### src/design/road_turn_transition_cost_macros.svh
// Assertion macros for the road turn transition cost block.
// Used by the RTL files under design; expects clk_i and rst_ni in scope.
`ifndef ROAD_TURN_TRANSITION_COST_MACROS_SVH
`define ROAD_TURN_TRANSITION_COST_MACROS_SVH

// Same-cycle implication, checked out of reset.
`define RTTC_ASSERT_IMP(lbl, ante, cons, msg) \
  lbl: assert property (@(posedge clk_i) disable iff (!rst_ni) (ante) |-> (cons)) \
    else $error(msg);

// Next-cycle implication, checked out of reset.
`define RTTC_ASSERT_NXT(lbl, ante, cons, msg) \
  lbl: assert property (@(posedge clk_i) disable iff (!rst_ni) (ante) |=> (cons)) \
    else $error(msg);

`endif

### src/design/rttc_pkg.sv
// Package for the road turn transition cost block: item types, codes,
// register indexes and the density and turn cost tables. No dependencies.
`default_nettype none

package rttc_pkg;

  localparam int unsigned FieldW   = 20;  // one time or penalty field
  localparam int unsigned PairW    = 40;
  localparam int unsigned CfgIdxW  = 3;
  localparam int unsigned DensW    = 6;   // density factor in tenths
  localparam int unsigned TurnQW   = 5;   // turn cost in quarters
  localparam int unsigned DtW      = 11;  // density * turn
  localparam int unsigned ProdW    = 13;  // density * impact * turn, max 4900
  localparam int unsigned TurnW    = 11;  // turn time, max 1960
  localparam int unsigned TimeW    = 23;
  localparam int unsigned TotalW   = 24;

  localparam logic [ProdW-1:0]  ProdMax     = 13'd4900;
  localparam logic [TurnQW-1:0] CrossingQ   = 5'd8;
  // floor(x / 5) = (x * 52429) >> 18 for every x below 2^14
  localparam logic [16:0]       DivFiveRecip = 17'd52429;
  localparam int unsigned       DivFiveShift = 18;

  localparam logic [PairW-1:0]  BorderRst = 40'd9600;
  localparam logic [PairW-1:0]  GateRst   = 40'd5033165280;
  localparam logic [PairW-1:0]  TollRst   = 40'd240;
  localparam logic [PairW-1:0]  FerryRst  = 40'd4800;
  localparam logic [FieldW-1:0] DestRst   = 20'd9600;
  localparam logic [FieldW-1:0] AlleyRst  = 20'd480;
  localparam logic [FieldW-1:0] NameRst   = 20'd80;

  typedef enum logic [CfgIdxW-1:0] {
    CFG_BORDER = 3'd0,
    CFG_GATE   = 3'd1,
    CFG_TOLL   = 3'd2,
    CFG_FERRY  = 3'd3,
    CFG_DEST   = 3'd4,
    CFG_ALLEY  = 3'd5,
    CFG_NAME   = 3'd6
  } cfg_idx_e;

  typedef enum logic [1:0] {
    NODE_ORDINARY = 2'd0,
    NODE_BORDER   = 2'd1,
    NODE_GATE     = 2'd2,
    NODE_TOLL     = 2'd3
  } node_type_e;

  typedef enum logic [1:0] {
    USE_OTHER = 2'd0,
    USE_ALLEY = 2'd1,
    USE_BOAT  = 2'd2
  } edge_use_e;

  localparam int unsigned FlagToll = 0;
  localparam int unsigned FlagDest = 1;

  typedef struct packed {
    logic [1:0] node_type;
    logic [3:0] node_density;
    logic [1:0] prev_flags;
    logic [1:0] prev_use;
    logic [1:0] next_flags;
    logic [1:0] next_use;
    logic       names_consistent;
    logic [2:0] stop_impact;
    logic [2:0] turn_kind;
    logic       edge_on_right;
    logic       edge_on_left;
    logic       drives_on_right;
  } rttc_in_t;

  typedef struct packed {
    logic [TotalW-1:0] total_cost;
    logic [TimeW-1:0]  time_cost;
  } rttc_out_t;

  // Turn geometry handed to the turn time pipeline.
  typedef struct packed {
    logic [3:0] node_density;
    logic [2:0] stop_impact;
    logic [2:0] turn_kind;
    logic       edge_on_right;
    logic       edge_on_left;
    logic       drives_on_right;
  } rttc_turn_t;

  function automatic logic [DensW-1:0] density_tenths(input logic [3:0] idx);
    logic [DensW-1:0] f;
    case (idx)
      4'd5:    f = 6'd11;
      4'd6:    f = 6'd12;
      4'd7:    f = 6'd13;
      4'd8:    f = 6'd14;
      4'd9:    f = 6'd16;
      4'd10:   f = 6'd19;
      4'd11:   f = 6'd22;
      4'd12:   f = 6'd25;
      4'd13:   f = 6'd28;
      4'd14:   f = 6'd31;
      4'd15:   f = 6'd35;
      default: f = 6'd10;
    endcase
    return f;
  endfunction

  function automatic logic [TurnQW-1:0] right_turn_q(input logic [2:0] kind);
    logic [TurnQW-1:0] q;
    case (kind)
      3'd0:    q = 5'd2;
      3'd1:    q = 5'd3;
      3'd2:    q = 5'd4;
      3'd3:    q = 5'd6;
      3'd4:    q = 5'd20;
      3'd5:    q = 5'd14;
      3'd6:    q = 5'd10;
      default: q = 5'd3;
    endcase
    return q;
  endfunction

  function automatic logic [TurnQW-1:0] left_turn_q(input logic [2:0] kind);
    logic [TurnQW-1:0] q;
    case (kind)
      3'd0:    q = 5'd2;
      3'd1:    q = 5'd3;
      3'd2:    q = 5'd10;
      3'd3:    q = 5'd14;
      3'd4:    q = 5'd20;
      3'd5:    q = 5'd6;
      3'd6:    q = 5'd4;
      default: q = 5'd3;
    endcase
    return q;
  endfunction

endpackage

`default_nettype wire

### src/design/rttc_turn.sv
// Turn time pipeline: density * stop impact * turn cost, scaled to 1/16 s.
// Three register stages; depends on rttc_pkg and the assertion macros.
`default_nettype none

`include "road_turn_transition_cost_macros.svh"

module rttc_turn
  import rttc_pkg::*;
(
  input  wire             clk_i,
  input  wire             rst_ni,
  input  rttc_turn_t      turn_i,
  output logic [TurnW-1:0] turn_time_o
);

  logic [TurnQW-1:0] turn_q_sel;
  logic [DtW-1:0]    dt_d, dt_q;
  logic [2:0]        imp_q;
  logic [ProdW-1:0]  p_d, p_q;
  logic [ProdW:0]    x2;
  logic [30:0]       recip_prod;
  logic [TurnW-1:0]  q_d, q_q;

  always_comb begin
    if (turn_i.edge_on_right && turn_i.edge_on_left) begin
      turn_q_sel = CrossingQ;
    end else if (turn_i.drives_on_right) begin
      turn_q_sel = right_turn_q(turn_i.turn_kind);
    end else begin
      turn_q_sel = left_turn_q(turn_i.turn_kind);
    end
  end

  assign dt_d       = DtW'(density_tenths(turn_i.node_density)) * DtW'(turn_q_sel);
  assign p_d        = ProdW'(dt_q) * ProdW'(imp_q);
  // round to nearest: floor((2p + 2) / 5)
  assign x2         = {p_q, 1'b0} + (ProdW+1)'(2);
  assign recip_prod = 31'(x2) * 31'(DivFiveRecip);
  assign q_d        = recip_prod[DivFiveShift +: TurnW];

  always_ff @(posedge clk_i or negedge rst_ni) begin
    if (!rst_ni) begin
      dt_q  <= '0;
      imp_q <= '0;
      p_q   <= '0;
      q_q   <= '0;
    end else begin
      dt_q  <= dt_d;
      imp_q <= turn_i.stop_impact;
      p_q   <= p_d;
      q_q   <= q_d;
    end
  end

  assign turn_time_o = q_q;

  `RTTC_ASSERT_NXT(a_no_impact_no_prod, imp_q == 3'd0, p_q == '0, "turn product without impact")
  `RTTC_ASSERT_IMP(a_prod_bound, 1'b1, p_q <= ProdMax, "turn product out of range")
  `RTTC_ASSERT_NXT(a_zero_prod_rounds, p_q == '0, q_q == '0, "zero product gave turn time")

endmodule

`default_nettype wire

### src/design/road_turn_transition_cost.sv
// Road turn transition cost: one item per cycle, result strobed on done_o
// after stages 1 to 3 and the output stage. Nothing stalls, so busy_o stays
// low and a new item may start every cycle. The pipeline depth is set by the
// turn time path (two multiplies and a reciprocal divide, one per stage).
// Reset clears the valid pipeline and loads the default costs and penalties.
`default_nettype none

`include "road_turn_transition_cost_macros.svh"

module road_turn_transition_cost
  import rttc_pkg::*;
(
  input  wire                clk_i,
  input  wire                rst_ni,
  input  wire                start_i,
  input  rttc_in_t           item_i,
  output logic               busy_o,
  output logic               done_o,
  output rttc_out_t          result_o,
  input  wire                cfg_valid_i,
  output logic               cfg_ready_o,
  input  wire [CfgIdxW-1:0]  cfg_index_i,
  input  wire [PairW-1:0]    cfg_data_i
);

  // configuration registers
  logic [PairW-1:0]  border_q, gate_q, toll_q, ferry_q;
  logic [FieldW-1:0] dest_q, alley_q, name_q;

  assign cfg_ready_o = 1'b1;

  always_ff @(posedge clk_i or negedge rst_ni) begin
    if (!rst_ni) begin
      border_q <= BorderRst;
      gate_q   <= GateRst;
      toll_q   <= TollRst;
      ferry_q  <= FerryRst;
      dest_q   <= DestRst;
      alley_q  <= AlleyRst;
      name_q   <= NameRst;
    end else if (cfg_valid_i && cfg_ready_o) begin
      case (cfg_idx_e'(cfg_index_i))
        CFG_BORDER: border_q <= cfg_data_i;
        CFG_GATE:   gate_q   <= cfg_data_i;
        CFG_TOLL:   toll_q   <= cfg_data_i;
        CFG_FERRY:  ferry_q  <= cfg_data_i;
        CFG_DEST:   dest_q   <= cfg_data_i[FieldW-1:0];
        CFG_ALLEY:  alley_q  <= cfg_data_i[FieldW-1:0];
        CFG_NAME:   name_q   <= cfg_data_i[FieldW-1:0];
        default: ;
      endcase
    end
  end

  logic accept;
  assign busy_o = 1'b0;
  assign accept = start_i && !busy_o;

  // stage 1: pick the terms that apply
  logic [PairW-1:0]  node_pair, toll_pair, ferry_pair;
  logic [FieldW-1:0] dest_pen, alley_pen, name_pen;
  logic              toll_hit, ferry_hit;

  always_comb begin
    case (node_type_e'(item_i.node_type))
      NODE_BORDER: node_pair = border_q;
      NODE_GATE:   node_pair = gate_q;
      default:     node_pair = '0;
    endcase
    toll_hit  = (item_i.node_type == NODE_TOLL)
             || (!item_i.prev_flags[FlagToll] && item_i.next_flags[FlagToll]);
    ferry_hit = (item_i.prev_use != USE_BOAT) && (item_i.next_use == USE_BOAT);
    toll_pair  = toll_hit ? toll_q : '0;
    ferry_pair = ferry_hit ? ferry_q : '0;
    dest_pen   = (!item_i.prev_flags[FlagDest] && item_i.next_flags[FlagDest])
               ? dest_q : '0;
    alley_pen  = ((item_i.prev_use != USE_ALLEY) && (item_i.next_use == USE_ALLEY))
               ? alley_q : '0;
    name_pen   = item_i.names_consistent ? '0 : name_q;
  end

  logic              s1_valid_q;
  logic [PairW-1:0]  s1_node_q, s1_toll_q, s1_ferry_q;
  logic [FieldW-1:0] s1_dest_q, s1_alley_q, s1_name_q;

  // stage 2: partial sums
  logic              s2_valid_q;
  logic [FieldW+1:0] s2_time_q, s2_pen_a_q, s2_pen_b_q;
  logic [FieldW+1:0] s2_time_d, s2_pen_a_d, s2_pen_b_d;

  assign s2_time_d  = (FieldW+2)'(s1_node_q[FieldW-1:0])
                    + (FieldW+2)'(s1_toll_q[FieldW-1:0])
                    + (FieldW+2)'(s1_ferry_q[FieldW-1:0]);
  assign s2_pen_a_d = (FieldW+2)'(s1_node_q[PairW-1:FieldW])
                    + (FieldW+2)'(s1_toll_q[PairW-1:FieldW])
                    + (FieldW+2)'(s1_ferry_q[PairW-1:FieldW]);
  assign s2_pen_b_d = (FieldW+2)'(s1_dest_q) + (FieldW+2)'(s1_alley_q)
                    + (FieldW+2)'(s1_name_q);

  // stage 3: time plus penalties, turn time still to come
  logic              s3_valid_q;
  logic [FieldW+1:0] s3_time_q;
  logic [TotalW-1:0] s3_sum_q, s3_sum_d;

  assign s3_sum_d = TotalW'(s2_time_q) + TotalW'(s2_pen_a_q) + TotalW'(s2_pen_b_q);

  // turn time lands alongside stage 3
  rttc_turn_t      turn_geo;
  logic [TurnW-1:0] turn_time;

  assign turn_geo = '{
    node_density:    item_i.node_density,
    stop_impact:     item_i.stop_impact,
    turn_kind:       item_i.turn_kind,
    edge_on_right:   item_i.edge_on_right,
    edge_on_left:    item_i.edge_on_left,
    drives_on_right: item_i.drives_on_right
  };

  rttc_turn u_turn (
    .clk_i       (clk_i),
    .rst_ni      (rst_ni),
    .turn_i      (turn_geo),
    .turn_time_o (turn_time)
  );

  // output stage
  logic      out_valid_q;
  rttc_out_t out_q, out_d;

  assign out_d.time_cost  = TimeW'(s3_time_q) + TimeW'(turn_time);
  assign out_d.total_cost = s3_sum_q + TotalW'(turn_time);

  always_ff @(posedge clk_i or negedge rst_ni) begin
    if (!rst_ni) begin
      s1_valid_q  <= 1'b0;
      s2_valid_q  <= 1'b0;
      s3_valid_q  <= 1'b0;
      out_valid_q <= 1'b0;
    end else begin
      s1_valid_q  <= accept;
      s2_valid_q  <= s1_valid_q;
      s3_valid_q  <= s2_valid_q;
      out_valid_q <= s3_valid_q;
    end
  end

  always_ff @(posedge clk_i) begin
    s1_node_q  <= node_pair;
    s1_toll_q  <= toll_pair;
    s1_ferry_q <= ferry_pair;
    s1_dest_q  <= dest_pen;
    s1_alley_q <= alley_pen;
    s1_name_q  <= name_pen;
    s2_time_q  <= s2_time_d;
    s2_pen_a_q <= s2_pen_a_d;
    s2_pen_b_q <= s2_pen_b_d;
    s3_time_q  <= s2_time_q;
    s3_sum_q   <= s3_sum_d;
    out_q      <= out_d;
  end

  assign done_o   = out_valid_q;
  assign result_o = out_q;

  `RTTC_ASSERT_IMP(a_latency, $past(rst_ni, 1) && $past(rst_ni, 2) && $past(rst_ni, 3) && $past(rst_ni, 4), done_o == $past(accept, 4), "done strobe out of step with accepted item")
  `RTTC_ASSERT_IMP(a_total_covers_time, done_o, result_o.total_cost >= TotalW'(result_o.time_cost), "total below time")
  `RTTC_ASSERT_IMP(a_sum_covers_time, s3_valid_q, s3_sum_q >= TotalW'(s3_time_q), "partial sum below time")

endmodule

`default_nettype wire

### config.mk
export PLATFORM = sky130hd
export DESIGN_NAME = road_turn_transition_cost
export DESIGN_NICKNAME = d
export VERILOG_FILES = /design/src/design/rttc_pkg.sv /design/src/design/rttc_turn.sv /design/src/design/road_turn_transition_cost.sv
export VERILOG_INCLUDE_DIRS = /design/src /design/src/design
export SDC_FILE = /design/constraint.sdc
export NUM_CORES = 1
export LEC_CHECK = 0
export CAP_MARGIN = 20
export CELL_PAD_IN_SITES_DETAIL_PLACEMENT = 0
export CELL_PAD_IN_SITES_GLOBAL_PLACEMENT = 1
export CORE_MARGIN = 5
export CORE_UTILIZATION = 40
export CTS_CLUSTER_SIZE = 28
export DETAILED_ROUTE_END_ITERATION = 8
export DONT_BUFFER_PORTS = 1
export MAX_ROUTING_LAYER = met4
export PLACE_DENSITY = 0.67
export SETUP_SLACK_MARGIN = 0.05
export SKIP_CTS_REPAIR_TIMING = 1
export SLEW_MARGIN = 20
export SYNTH_ARGS = -nofsm -noshare
export SYNTH_HDL_FRONTEND = slang
export SYNTH_HIERARCHICAL = 1
export SYNTH_SLANG_ARGS = --single-unit
### constraint.sdc
create_clock -name clk_i -period 8.1 [get_ports clk_i]
set_clock_uncertainty 0.1 [all_clocks]
set_input_delay 0.405 -clock clk_i [delete_from_list [all_inputs] [get_ports clk_i]]
set_output_delay 0.405 -clock clk_i [all_outputs]
set_load 0.02 [all_outputs]
==> run_results.csv <==
group,metric,value,unit
status,status,"complete, no violations",
yosys,synth_top_area_share,0.229,
worst_setup_path,crit_cells,22,
cts,htreeDepth,3,
cts,cts_tree,"done",
yosys,ys_ff_latch,601,
final_layout,diodes,0,
pwr,power_leakage,15.5,nW
final_layout,layout-drive-gt1-share,0.108,
global_route,antenna_found_initial,2,
floorplanning,die_height,282,um
yosys,synth_cells,2530,
pwr,powerDensity,461,nW/um^2
worst_setup_path,timing.rr.start,"u_turn/p_q[2]",
routing,first_iter_violations,749,
cts,path_clk_slew,0.05,ns
cts,clk_path_buf_depth,3,
timing,final.setup.tns,0,ns
timing,worst_slew_pin_slew,1.36,ns
yosys,ys_seq_area_frac,0.452,
worst_setup_path,critPathLaunchType,"flop",
cts,cts_buffers,70,
yosys,syn_area_per_cell,11.7,sq um
worst_setup_path,regToRegSetupSlack,1.79,ns
worst_setup_path,path_delay_family,"adder cells",
yosys,synth_edf_count,0,
worst_setup_path,crit_type,"reg2reg",
timing,whs,0.101,ns
worst_setup_path,crit_start,"u_turn/p_q[2]",
worst_setup_path,worst_ep_required_time,8.47,ns
worst_setup_path,crit_chain,"nand3_1, nor2_1, and2_2, nand2_1, xnor2_1, ha_1, fa_1, inv_1, fa_1, fa_1, inv_1, fa_1, ha_1, ha_1, and4_1, o211a_1, a221oi_2, o211ai_2, and3_4, o21a_1, nor3_2, nor2_1",
worst_setup_path,endpoint,"u_turn/turn_time_o[7]",
yosys,yosysTopAreaCell,"dfxtp_1",
routing,route.vias.total,18070,
yosys,syn_area,29600,sq um
cts,root_buffer,"clkbuf_16",
global_route,grt_usage,0.171,
final_layout,post-route-util,0.461,
cts,cts.sinks,601,
global_route,grt_max_degree,263,
pwr,p_total,15.6,mW
timing,relSlewSlack,0.0952,
yosys,synth.most_common_cell,"dfxtp_1",
timing,fin_crit_sh,0.778,
placed_design,place_ws,1.78,ns
global_route,grt.overflow.total,0,
global_route,grt_pass1_wl,105000,um
routing,drt-total-wl,65000,um
worst_setup_path,ff2ff_path_depth,22,
worst_setup_path,slowest_stage,"fa_1",
yosys,synth_nets,2995,
timing,setup_viol,0,
worst_setup_path,critPathBufInv,2,
timing,clock.fmax,0.159,GHz
worst_setup_path,crit_arrival,6.67,ns
timing,rsz0062_at_grt,"no",
floorplanning,die_area,79500,sq um
yosys,async_flop_share,0.436,
yosys,synth_ff_type,"dfxtp_1",
routing,dr.pass1.iters,5,
yosys,yosys-top-cells-area,"dfxtp_1 23%, dfrtp_1 20%, fa_1 11%, ha_1 10%, mux2_1 5.3%",
timing,hold_violations,0,
run,max-cap-violations,0,
timing,period_needed,6.31,ns
yosys,synth_cell_types,85,
routing,drc,0,
worst_setup_path,critPathMaxStageDelay,0.63,ns
final_layout,design_area,33700,sq um
final_layout,area_growth_syn_to_layout,14.0,%
worst_setup_path,path_common_cell,"fa_1",
floorplanning,die_w,282,um
final_layout,instances_no_fill,3619,
worst_setup_path,path_max_fanout,5,
placed_design,dpl_cell_area,30700,sq um
routing,wire_per_inst,18.0,um
worst_hold_path,hold_path_class,"in2reg",
placed_design,place_congestion,0.837,
global_route,grt_pass1_vias,18865,
floorplanning,pin_count,121,
final_layout,fin_nets,3068,
timing,finalMaxSlewViolations,0,
placed_design,hpwl,47100,um
placed_design,place_inst,3441,
cts,clk_latency,0.61,ns
yosys,synth_common_cells,"339 x dfxtp_1, 236 x ha_1, 232 x dfrtp_1",
worst_setup_path,reg2reg_to,"u_turn/turn_time_o[7]",
routing,viasPerCell,4.99,
worst_setup_path,cp-end-kind,"flop",
placed_design,port_buffers,0,
floorplanning,initial_core_util,0.404,
pwr,irDropWorstVdd,0.500,mV
routing,ant_nets,0,
floorplanning,core_area,73200,sq um
timing,setup_ws,1.79,ns
floorplanning,rows,99,
yosys,ys_warn_count,6,
tightest hold or removal path, cell delays in order:
cell and delay (ns):
a21oi_1 0.12, nor2_1 0.12, ha_1 0.13
cell type report:
class                           count  area (sq um)
Inverter                          191           717
Tap cell                          959          1200
Fill cell                        6703         39500
Timing Repair Buffer               61           598
Clock inverter                     29           468
Multi-Input combinational cell   1678         15300
Sequential cell                   601         13400
Clock buffer                      100          2060
cell families (layout without fill, tap and decap cells):
kind of cell | Yosys count | in the layout | synth area share
XOR/XNOR | 153 | 153 | 0.0460
flip-flops | 601 | 601 | 0.452
multiplexers | 222 | 222 | 0.0844
AO/OA/AOI/OAI | 348 | 348 | 0.0790
AND/OR/NAND/NOR | 559 | 559 | 0.0992
adder cells (fa/ha/maj) | 394 | 394 | 0.207
other | 2 | 2 | 0.000254
buffers and inverters | 251 | 381 | 0.0322
per-layer routing:
metal	global-route usage	up-vias	part of all wire
met5	-	-	0
met4	0.0463	0	0.024
met3	0.0261	99	0.032
met2	0.277	277	0.48
met1	0.226	8975	0.46
li1	-	8719	-
placed cells by master, fill, tap and decap left out, drive strengths merged, types with 10 or more instances in the layout:
cell / Yosys / routed
and2: 96 / 96
nand2b: 21 / 21
nor2b: 80 / 80
dfxtp: 339 / 339
nor2: 131 / 131
a22oi: 43 / 43
dfrtp: 232 / 232
xor2: 52 / 52
and3: 22 / 22
o21ai: 61 / 61
mux2: 220 / 220
clkbuf: 50 / 100
a21o: 37 / 37
a211oi: 10 / 10
nand2: 103 / 103
ha: 236 / 236
a21oi: 98 / 98
o211ai: 11 / 11
dlygate4sd3: 0 / 48
nor3: 30 / 30
xnor2: 101 / 101
o21a: 14 / 14
o21bai: 20 / 20
buf: 10 / 13
clkinv: 0 / 17
fa: 158 / 158
nand3: 29 / 29
dfstp: 30 / 30
inv: 191 / 194
report_power, final:
part / internal, mW / switching [mW]
Clock: 2.05 / 1.26
Combinational: 3.49 / 4.37
Sequential: 3.82 / 0.562
Total: 9.37 / 6.20
sequential cells by signal, indices dropped and copies added (netlist names), 13 cells and up:
name / count
s1_node_q: 40
u_turn/p_q: 13
toll_q: 40
s1_name_q: 20
s2_pen_a_q: 22
gate_q: 40
s2_pen_b_q: 22
border_q: 40
s1_toll_q: 40
alley_q: 20
dest_q: 20
s2_time_q: 22
name_q: 20
s1_alley_q: 20
s3_time_q: 22
s1_dest_q: 20
s1_ferry_q: 40
s3_sum_q: 24
ferry_q: 40
result_o: 47
worst min-delay path by stage:
stage,from,to,slack [ns],cells past startpoint
after floorplan,rst_ni,alley_q[0],0.009,0
after global routing,item_i[20],u_turn/dt_q[1],0.11,3
after CTS,rst_ni,border_q[19],-0.65,0
after global placement,rst_ni,gate_q[13],0.03,0
final,item_i[20],u_turn/dt_q[1],0.10,3
after detailed placement,rst_ni,gate_q[13],0.03,0
Power figures use the tool's default switching activity.
